$ cat src/rtl/cpu_bus_cycle_sequencer_macros.svh
// ----------------------------------------------------------------------------
// cpu_bus_cycle_sequencer_macros
// assertion helpers for the bus cycle sequencer, clocked on clk, off in reset
// ----------------------------------------------------------------------------
`ifndef CPU_BUS_CYCLE_SEQUENCER_MACROS_SVH
`define CPU_BUS_CYCLE_SEQUENCER_MACROS_SVH

// property that must hold at every edge
`define CBCS_ASSERT_ALWAYS(label, expr, msg) \
    label: assert property (@(posedge clk) disable iff (!rst_n) (expr)) else $error(msg);

// implication with overlapping consequent
`define CBCS_ASSERT_IMPLY(label, ante, cons, msg) \
    label: assert property (@(posedge clk) disable iff (!rst_n) (ante) |-> (cons)) \
        else $error(msg);

// implication checked in the next cycle
`define CBCS_ASSERT_NEXT(label, ante, cons, msg) \
    label: assert property (@(posedge clk) disable iff (!rst_n) (ante) |=> (cons)) \
        else $error(msg);

`endif

$ cat src/rtl/cbcs_pkg.sv
// ----------------------------------------------------------------------------
// cbcs_pkg
// codes, widths and helper types for the bus cycle sequencer
// ----------------------------------------------------------------------------
package cbcs_pkg;

    localparam int KIND_W  = 3;
    localparam int PHASE_W = 3;
    localparam int TERM_W  = 2;
    localparam int CNT_W   = 16;
    localparam int BEAT_W  = 5;
    localparam int IN_W    = 8;
    localparam int OUT_W   = 48;

    localparam int BURST_LEN_DEF = 4;

    // event kinds
    localparam logic [KIND_W-1:0] KIND_BEGIN = 3'd0;
    localparam logic [KIND_W-1:0] KIND_TICK  = 3'd1;
    localparam logic [KIND_W-1:0] KIND_RMC   = 3'd2;
    localparam logic [KIND_W-1:0] KIND_BREQ  = 3'd3;
    localparam logic [KIND_W-1:0] KIND_BACK  = 3'd4;
    localparam logic [KIND_W-1:0] KIND_TERM  = 3'd5;

    // bus states
    localparam logic [PHASE_W-1:0] PH_IDLE = 3'd0;
    localparam logic [PHASE_W-1:0] PH_S0   = 3'd1;
    localparam logic [PHASE_W-1:0] PH_S1   = 3'd2;
    localparam logic [PHASE_W-1:0] PH_S2   = 3'd3;
    localparam logic [PHASE_W-1:0] PH_S3   = 3'd4;
    localparam logic [PHASE_W-1:0] PH_S4   = 3'd5;
    localparam logic [PHASE_W-1:0] PH_S5   = 3'd6;

    // termination codes
    localparam logic [TERM_W-1:0] TERM_NONE  = 2'd0;
    localparam logic [TERM_W-1:0] TERM_ASYNC = 2'd1;
    localparam logic [TERM_W-1:0] TERM_SYNC  = 2'd2;
    localparam logic [TERM_W-1:0] TERM_BERR  = 2'd3;

    typedef struct packed {
        logic ecs;
        logic ocs;
        logic as_n;
        logic ds;
        logic dben;
    } strobes_t;

    function automatic logic [CNT_W-1:0] sat_inc(input logic [CNT_W-1:0] c);
        sat_inc = (c == {CNT_W{1'b1}}) ? c : c + CNT_W'(1);
    endfunction

endpackage

$ cat src/rtl/cpu_bus_cycle_sequencer.sv
// ----------------------------------------------------------------------------
// cpu_bus_cycle_sequencer
// external bus cycle state machine driven one bus event per word
// ----------------------------------------------------------------------------
// Every input word is one bus event (begin, clock tick, rmc level, burst
// request, burst ack, termination). The event is applied in the cycle it is
// accepted and the resulting bus levels and counters appear in the output
// register on the next clock. One word is taken every
// clock as long as the output register is empty or being drained in the same
// cycle; the only limit is that single output register.
module cpu_bus_cycle_sequencer #(
    parameter int BURST_LEN = cbcs_pkg::BURST_LEN_DEF
) (
    input  logic                         clk,
    input  logic                         rst_n,
    input  logic                         s_tvalid,
    output logic                         s_tready,
    // is_read, op_start, rmc_level, burst_ack, term_code[1:0], zero pad
    input  logic [cbcs_pkg::IN_W-1:0]    s_tdata,
    // kind[2:0]
    input  logic [cbcs_pkg::KIND_W-1:0]  s_tuser,
    output logic                         m_tvalid,
    input  logic                         m_tready,
    // cycle_done, busy_res, finished, bus_state[2:0], ecs_out, ocs_out,
    // addr_strobe, data_strobe, buffer_enable, burst_request,
    // wait_count[15:0], clock_count[15:0], zero pad
    output logic [cbcs_pkg::OUT_W-1:0]   m_tdata
);

    localparam logic [cbcs_pkg::BEAT_W:0] BURST_LEN_C = (cbcs_pkg::BEAT_W+1)'(BURST_LEN);

    logic [cbcs_pkg::PHASE_W-1:0] phase_reg, phase_next;
    logic                         dir_read_reg, dir_read_next;
    logic                         rmc_held_reg, rmc_held_next;
    logic [cbcs_pkg::TERM_W-1:0]  term_reg, term_next;
    logic [cbcs_pkg::CNT_W-1:0]   clocks_reg, clocks_next;
    logic [cbcs_pkg::CNT_W-1:0]   waits_reg, waits_next;
    logic                         active_reg, active_next;
    logic                         complete_reg, complete_next;
    logic                         to_s4_reg, to_s4_next;
    logic                         req_reg, req_next;
    logic                         ack_reg, ack_next;
    logic                         in_burst_reg, in_burst_next;
    logic [cbcs_pkg::BEAT_W-1:0]  beats_reg, beats_next;
    cbcs_pkg::strobes_t           strb_reg, strb_next;

    logic                         m_tvalid_reg;
    logic [cbcs_pkg::OUT_W-1:0]   m_tdata_reg, m_tdata_next;

    logic                         accept;
    logic                         done;
    logic                         finish;
    logic [cbcs_pkg::BEAT_W-1:0]  beat_inc;
    logic [cbcs_pkg::KIND_W-1:0]  kind;

    assign s_tready = !m_tvalid_reg || m_tready;
    assign accept   = s_tvalid && s_tready;
    assign m_tvalid = m_tvalid_reg;
    assign m_tdata  = m_tdata_reg;
    assign kind     = s_tuser;
    assign beat_inc = beats_reg + cbcs_pkg::BEAT_W'(1);

    always_comb
    begin
        phase_next    = phase_reg;
        dir_read_next = dir_read_reg;
        rmc_held_next = rmc_held_reg;
        term_next     = term_reg;
        clocks_next   = clocks_reg;
        waits_next    = waits_reg;
        active_next   = active_reg;
        complete_next = complete_reg;
        to_s4_next    = to_s4_reg;
        req_next      = req_reg;
        ack_next      = ack_reg;
        in_burst_next = in_burst_reg;
        beats_next    = beats_reg;
        strb_next     = strb_reg;
        done          = 1'b0;
        finish        = 1'b0;

        unique case (kind)
            cbcs_pkg::KIND_BEGIN:
            begin
                dir_read_next  = s_tdata[0];
                phase_next     = cbcs_pkg::PH_IDLE;
                term_next      = cbcs_pkg::TERM_NONE;
                clocks_next    = '0;
                waits_next     = '0;
                active_next    = 1'b1;
                complete_next  = 1'b0;
                to_s4_next     = 1'b0;
                req_next       = 1'b0;
                ack_next       = 1'b0;
                in_burst_next  = 1'b0;
                beats_next     = '0;
                strb_next      = '0;
                strb_next.ocs  = s_tdata[1];
            end
            cbcs_pkg::KIND_TICK:
            begin
                if (active_reg)
                begin
                    clocks_next = cbcs_pkg::sat_inc(clocks_reg);
                    priority if (phase_reg == cbcs_pkg::PH_IDLE)
                    begin
                        // through S0 into S1
                        phase_next     = cbcs_pkg::PH_S1;
                        strb_next.ecs  = 1'b0;
                        strb_next.ocs  = 1'b0;
                        strb_next.as_n = 1'b1;
                        strb_next.ds   = dir_read_reg;
                        strb_next.dben = !dir_read_reg;
                    end
                    else if (to_s4_reg)
                    begin
                        finish = 1'b1;
                    end
                    else if (in_burst_reg)
                    begin
                        priority if (term_reg == cbcs_pkg::TERM_BERR)
                        begin
                            finish = 1'b1;
                        end
                        else if (term_reg != cbcs_pkg::TERM_SYNC)
                        begin
                            waits_next = cbcs_pkg::sat_inc(waits_reg);
                        end
                        else
                        begin
                            beats_next = beat_inc;
                            // drop the request before the last word
                            if ({1'b0, beat_inc} + 1'b1 >= BURST_LEN_C)
                            begin
                                req_next = 1'b0;
                            end
                            if ({1'b0, beat_inc} >= BURST_LEN_C)
                            begin
                                finish = 1'b1;
                            end
                        end
                    end
                    else
                    begin
                        // through S2 into S3
                        phase_next     = cbcs_pkg::PH_S3;
                        strb_next.as_n = 1'b1;
                        strb_next.ds   = 1'b1;
                        strb_next.dben = 1'b1;
                        priority if (term_reg == cbcs_pkg::TERM_NONE)
                        begin
                            waits_next = cbcs_pkg::sat_inc(waits_reg);
                        end
                        else if (term_reg == cbcs_pkg::TERM_SYNC && req_reg && ack_reg)
                        begin
                            beats_next    = cbcs_pkg::BEAT_W'(1);
                            in_burst_next = 1'b1;
                        end
                        else if (term_reg == cbcs_pkg::TERM_SYNC ||
                                 term_reg == cbcs_pkg::TERM_BERR)
                        begin
                            finish = 1'b1;
                        end
                        else
                        begin
                            to_s4_next = 1'b1;
                        end
                    end
                end
            end
            cbcs_pkg::KIND_RMC:
            begin
                rmc_held_next = s_tdata[2];
            end
            cbcs_pkg::KIND_BREQ:
            begin
                if (!rmc_held_reg)
                begin
                    req_next = 1'b1;
                end
            end
            cbcs_pkg::KIND_BACK:
            begin
                ack_next = s_tdata[3];
            end
            cbcs_pkg::KIND_TERM:
            begin
                if (active_reg)
                begin
                    term_next = s_tdata[5:4];
                end
            end
            default:
            begin
            end
        endcase

        // cycle ends at S5
        if (finish)
        begin
            phase_next     = cbcs_pkg::PH_S5;
            strb_next.as_n = 1'b0;
            strb_next.ds   = 1'b0;
            strb_next.dben = !dir_read_reg;
            active_next    = 1'b0;
            complete_next  = 1'b1;
            in_burst_next  = 1'b0;
            done           = 1'b1;
        end

        m_tdata_next = {4'b0000, clocks_next, waits_next, req_next,
                        strb_next.dben, strb_next.ds, strb_next.as_n,
                        strb_next.ocs, strb_next.ecs, phase_next,
                        complete_next, active_next, done};
    end

    always_ff @(posedge clk or negedge rst_n)
    begin
        if (!rst_n)
        begin
            phase_reg    <= cbcs_pkg::PH_IDLE;
            dir_read_reg <= 1'b0;
            rmc_held_reg <= 1'b0;
            term_reg     <= cbcs_pkg::TERM_NONE;
            clocks_reg   <= '0;
            waits_reg    <= '0;
            active_reg   <= 1'b0;
            complete_reg <= 1'b0;
            to_s4_reg    <= 1'b0;
            req_reg      <= 1'b0;
            ack_reg      <= 1'b0;
            in_burst_reg <= 1'b0;
            beats_reg    <= '0;
            strb_reg     <= '0;
            m_tvalid_reg <= 1'b0;
        end
        else
        begin
            if (accept)
            begin
                phase_reg    <= phase_next;
                dir_read_reg <= dir_read_next;
                rmc_held_reg <= rmc_held_next;
                term_reg     <= term_next;
                clocks_reg   <= clocks_next;
                waits_reg    <= waits_next;
                active_reg   <= active_next;
                complete_reg <= complete_next;
                to_s4_reg    <= to_s4_next;
                req_reg      <= req_next;
                ack_reg      <= ack_next;
                in_burst_reg <= in_burst_next;
                beats_reg    <= beats_next;
                strb_reg     <= strb_next;
                m_tvalid_reg <= 1'b1;
            end
            else if (m_tready)
            begin
                m_tvalid_reg <= 1'b0;
            end
        end
    end

    always_ff @(posedge clk)
    begin
        if (accept)
        begin
            m_tdata_reg <= m_tdata_next;
        end
    end

`include "cpu_bus_cycle_sequencer_macros.svh"

    `CBCS_ASSERT_ALWAYS(a_busy_xor_done, !(active_reg && complete_reg),
        "busy and finished together")
    `CBCS_ASSERT_IMPLY(a_burst_in_s3, in_burst_reg,
        active_reg && phase_reg == cbcs_pkg::PH_S3, "burst outside S3")
    `CBCS_ASSERT_ALWAYS(a_beats_bound, {1'b0, beats_reg} <= BURST_LEN_C,
        "burst beat count overrun")
    `CBCS_ASSERT_NEXT(a_done_idle, accept && done, !active_reg && complete_reg,
        "completion not recorded")

endmodule
$ cat config.mk
export PLATFORM = sky130hd
export DESIGN_NAME = cpu_bus_cycle_sequencer
export DESIGN_NICKNAME = d
export VERILOG_FILES = /design/src/rtl/cbcs_pkg.sv /design/src/rtl/cpu_bus_cycle_sequencer.sv
export VERILOG_INCLUDE_DIRS = /design/src /design/src/rtl
export SDC_FILE = /design/constraint.sdc
export NUM_CORES = 1
export LEC_CHECK = 0
export BUFFER_PORTS_ARGS = -buffer_cell sky130_fd_sc_hd__buf_4
export CAP_MARGIN = 40
export CORE_ASPECT_RATIO = 1.5
export CORE_MARGIN = 4
export CORE_UTILIZATION = 40
export CTS_CLUSTER_DIAMETER = 200
export CTS_CLUSTER_SIZE = 24
export DETAILED_ROUTE_END_ITERATION = 7
export PLACE_DENSITY_LB_ADDON = 0.1
export SETUP_SLACK_MARGIN = 0.1
export SKIP_LAST_GASP = 1
export SLEW_MARGIN = 20
export SYNTH_ARGS = -nofsm -noshare
export SYNTH_HDL_FRONTEND = slang
export SYNTH_SLANG_ARGS = --single-unit
export TNS_END_PERCENT = 50
$ cat constraint.sdc
create_clock -name clk -period 7.4 [get_ports clk]
set_input_delay 1.11 -clock clk [delete_from_list [all_inputs] [get_ports clk]]
set_output_delay 1.11 -clock clk [all_outputs]
set_load 0.1 [all_outputs]
# --- After elaboration in Yosys (flattened, before gate mapping) ---
# Index checks and enable logic that the tools add are counted.
word_totals:
  register_bits: 100
  latch_bits: 0
  ram_bits: 0
  mem_bits_ro: 0
  in_bits: 15
  output_inout_bits: 50
  word_cells: 149
  memories: 0
classes:
  n_addsub: 4
  n_mul: 0
  div_mod_pow: 0
  order_cmp: 2
  n_eq_ne: 21
  n_shift: 0
  n_mux: 80
  bitwise: 0
  n_reduce_logical: 22
ops:
  columns: ["op", "count"]
  rows:
  - ["$mux W16", 10]
  - ["$pmux W16 S2", 2]
  - ["$mux W5", 9]
  - ["$mux W1", 40]
  - ["$add A16 B1 Y16 const B", 2]
  - ["$eq A16 B16 Y1 const B", 2]
  - ["$mux W3", 9]
  - ["$ne A3 B3 Y1 const B", 7]
  - ["$pmux W5 S2", 2]
  - ["$ne A2 B2 Y1 const B", 5]
  - ["$reduce_and A9 Y1", 1]
  - ["$reduce_bool A2 Y1", 4]
  - ["$add A5 B1 Y6 const B", 1]
  - ["$eq A3 B2 Y1 const B", 2]
  - ["$eq A3 B3 Y1 const B", 2]
  - ["$ge A6 B3 Y1 const B", 1]
  - ["$logic_not A3 Y1", 2]
  - ["$pmux W1 S2", 3]
  - ["$pmux W3 S2", 1]
  - ["$reduce_and A2 Y1", 3]
  - ["$add A5 B1 Y5 const B", 1]
  - ["$ge A5 B3 Y1 const B", 1]
  - ["$reduce_and A5 Y1", 1]
  - ["$eq A2 B2 Y1 const B", 2]
  - ["11 further kinds", 16]

# --- Logic depth before layout (Yosys ltp) ---
depth:
  ltp_word: 12
  ltp_mapped: 8
  depth_no_buf: 7

# --- Least setup slack after synthesis ---
# Ideal clock, no wire load.
synth_timing:
  kind: "input port to flip-flop"
  startpoint: "input m_tready"
  endpoint: "register clocks_reg[8] (netlist name)"
  t_arrival_ps: 4401
  required_time_ps: 7279
  path_slack_ps: 2878
  cell_stages: 6
  path_cell_list: "nand2b_1 > nand2_1 > inv_1 > clkbuf_1 > o21ai_0 > a22o_1"
synth_via:
  elab_chain_len: 2
synth_rtl:
  columns: ["item", "line", "rtl"]
  rows:
  - ["from (decl)", "cpu_bus_cycle_sequencer.sv:23", "input logic m_tready,"]
  - ["$logic_or A1 B1 Y1", "cpu_bus_cycle_sequencer.sv:56", "assign s_tready = !m_tvalid_reg || m_tready;"]
  - ["$logic_and A1 B1 Y1", "cpu_bus_cycle_sequencer.sv:57", "assign accept = s_tvalid && s_tready;"]
  - ["via accept", "cpu_bus_cycle_sequencer.sv:50", "logic accept;"]
  - ["to (signal assigned)", "cpu_bus_cycle_sequencer.sv:245", "clocks_reg <= clocks_next;"]
  - ["to (decl)", "cpu_bus_cycle_sequencer.sv:36", "logic [cbcs_pkg::CNT_W-1:0] clocks_reg, clocks_next;"]
# The timed path passes the listed nets, and every way through them passes these cells.
# A chain may end at the register's enable or synchronous reset.

# --- Final worst setup path ---
layout_timing:
  startpoint: "input s_tuser[2] (netlist name)"
  endpoint: "register beats_reg[4] (netlist name)"
layout_via:
  elab_chain_len: 3
  word_cells_on_any_way: 12
  classes_between: "8 x eq/ne; 1 x mux; 3 x reduce/logical"
layout_rtl:
  columns: ["item", "line", "rtl"]
  rows:
  - ["from (decl)", "cpu_bus_cycle_sequencer.sv:21", "input logic [cbcs_pkg::KIND_W-1:0] s_tuser,"]
  - ["$eq A3 B1 Y1 / $logic_not A3 Y1 (equally long branches)", "cpu_bus_cycle_sequencer.sv:82", "unique case (kind)"]
  - ["$ne A3 B3 Y1 (no line), or another cell as far along", null, null]
  - ["$reduce_and A9 Y1 (no line)", null, null]
  - ["to (signal assigned)", "cpu_bus_cycle_sequencer.sv:253", "beats_reg <= beats_next;"]
  - ["to (decl)", "cpu_bus_cycle_sequencer.sv:44", "logic [cbcs_pkg::BEAT_W-1:0] beats_reg, beats_next;"]
# Parallel ways exist; a longest one is shown, timed or not.

==> reports/results.ini <==
[worst_setup_path]
reg2reg_from = waits_reg[0]
r2r_slack_ns = 4.85
start_kind = primary input
endpoint_kind = flip-flop
r2r_end = m_tdata[22]
cp-startpoint = s_tuser[2]
arrival_ns = 3.39
path_class = primary input to flip-flop
worstPathMaxFanout = 24
critical_path_required_ns = 7.69
crit_end = beats_reg[4]
ff2ff_path_depth = 6

[logic_synthesis]
seq_area_frac_synth = 0.490
synth_most_common_cell = dfrtp_1
synth_cells = 565
async_flop_share = 0.560
synth_ff_type = dfrtp_1
netlist.area_leader.share = 0.252
netlist_area_um2 = 5560
ys_warn_count = 0
synth_edf_count = 44
syn_area_per_cell_um2 = 9.84
yosys.area.top_type = dfrtp_1
synth-seq-cells = 100
yosys-top-cells-count = dfrtp_1, nand2_1, a21oi_1, edfxtp_1, o21ai_0
yosys-top-cells-area = dfrtp_1, edfxtp_1, a21oi_1
ys_types = 78

[layout]
layout-drive-gt1-share = 0.181
largest_reg_flops = 44
fin_nets = 622
stdcell_area_um2 = 6400
final_core_util = 0.473
nFillCells = 1313
regArea_um2 = 2720
syn2layout_area_growth_pct = 15.1
diodes = 0
multi_input_area_um2 = 2590

[grt]
grt_max_degree = 57
overflow = 0
grt_first_pass_wirelength_um = 24100
grt_pass1_vias = 4691
grt_usage = 0.186
antenna_found_initial = 0

[die]
fp.coreArea_um2 = 13500
ios = 65
die_h_um = 152
initial_utilization = 0.411
core.rowCount = 52
dieArea_um2 = 15900
die_w_um = 104

[power_and_ir_drop]
pwr-share-seq = 0.436
switchingPower_w = 0.000611
pwr-share-comb = 0.273
pwr_density_cell_nw_per_um2 = 254
swShare = 0.376
p_int_w = 0.00101
clkPwrFrac = 0.291
p_leak_nw = 2.55
vdd_drop_max_mv = 0.122

[timing]
worstMarginPinSlew_ns = 0.756
setup_viol = 0
rsz0062_at_grt = no
period_share = 0.420
slew_violations = 0
fin_tns_setup_ns = 0
slew_headroom = 0.495
clock-skew-final_ns = 0.00669
max_clock_freq_mhz = 322
hold_viol = 0
layout_min_cycle_time_ns = 3.10

[job]
max_cap_viol_count = 0

[placement]
dp_hpwl_um = 9710
routabilityCongestion = 0.856
place_area_um2 = 6080
numPortBuffers = 58

[clock_network]
clk_pin_slew_worst_paths_ns = 0.07
clockBufferDepth = 2
clk_latency_ns = 0.35
clockRootBuffer = clkbuf_16
holdBufCountCts = 0
htreeDepth = 3
post_cts_resized = 0
postCtsSetupBuffers = 0
cts_tree = built
cts_buffers = 9
cts_sinks = 100

[route]
routed_wirelength_um = 14600
drt-wirelength-per-cell_um = 19.0
dr.pass1.iters = 4
initialDrtViolationCount = 168
vias = 4652
drc_errors = 0
ant_nets = 0
avgViaCountPerCell = 6.05

[status]
outcome = complete, no violations

[hold_path]
hold_path_class = flip-flop to flip-flop

kinds of logic (layout without fill, tap and decap cells):
logic type,after synthesis,after routing,synth area share
AOI/OAI and AO/OA,189,189,0.222
xor gates and xnor gates,8,8,0.0126
adders and majority gates,5,5,0.0113
buffers and inverters,59,98,0.0466
DFF,100,100,0.490
muxes,6,6,0.0119
other,1,4,0.000674
and+or+nand+nor,197,197,0.205
power by group through the flow:
| stage | combinational (W) | sequential [W] | clock [W] |
|---|---|---|---|
| final | 0.000444 | 0.000708 | 0.000473 |
| after global routing | 0.000478 | 0.000718 | 0.000507 |
| after CTS | 0.000444 | 0.000707 | 0.000483 |
| after detailed placement | 0.000443 | 0.000718 | 0 |
| after global placement | 0.000437 | 0.000717 | 0 |
| after floorplan | 0.000220 | 0.000838 | 0 |
layout make-up:
cell class,instances,area share
Clock buffer,10,0.0373
Clock inverter,6,0.00841
Inverter,17,0.00997
Multi-Input combinational cell,409,0.405
Sequential cell,100,0.425
Tap cell,162,0.0317
Timing Repair Buffer,65,0.0825
worst max-delay path, stage by stage:
cell,delay (ns)
buf_4,0.16
nor2_2,0.15
buf_4,0.33
and3_1,0.57
buf_6,0.23
o21ai_1,0.21
or4_1,0.53
nand3_1,0.09
cell usage in the layout, fill, tap and decap left out, drive strengths merged, types with 6 or more instances in the layout:
cell type	n
nor2b	6
clkbuf	10
nand2	47
a41oi	6
buf	65
nor3	13
nand3	16
nand2b	7
and3	13
edfxtp	44
o21ai	41
a21oi	46
a22o	9
nor2	33
dfrtp	56
a31oi	17
or3	8
nor4	12
nand4	17
o31ai	16
inv	19
o22ai	9
a21o	6
per-stage QoR:
| stage | hold WS [ns] | setup WS (ns) | total power [W] | instances |
|---|---|---|---|---|
| finish | 0.508 | 4.30 | 0.00162 | 769 |
| CTS | 0.513 | 4.07 | 0.00164 | 767 |
| floorplan | 0.456 | 2.88 | 0.00106 | 568 |
| detailed placement | 0.491 | 3.68 | 0.00116 | 751 |
| global placement | 0.482 | 3.62 | 0.00115 | 749 |
| global route | 0.531 | 4.20 | 0.00170 | 769 |
per-layer routing:
metal  up-vias  wire, µm  global-route usage
met5         -         0                   0
met4         0       251              0.0615
met3        22       486              0.0322
met2        98      7330               0.327
met1      2297      6510               0.231
li1       2235         -                   -
how the worst min path moves through the flow:
stage	from	to	slack [ns]	cells after the start
finish	strb_reg[1]	strb_reg[1]	0.51	2
global route	complete_reg	complete_reg	0.53	1
CTS	complete_reg	complete_reg	0.51	1
detailed placement	strb_reg[4]	strb_reg[4]	0.49	1
global placement	strb_reg[4]	strb_reg[4]	0.48	1
floorplan	strb_reg[4]	strb_reg[4]	0.46	1
Note: power is estimated with default switching activity, not from simulation.
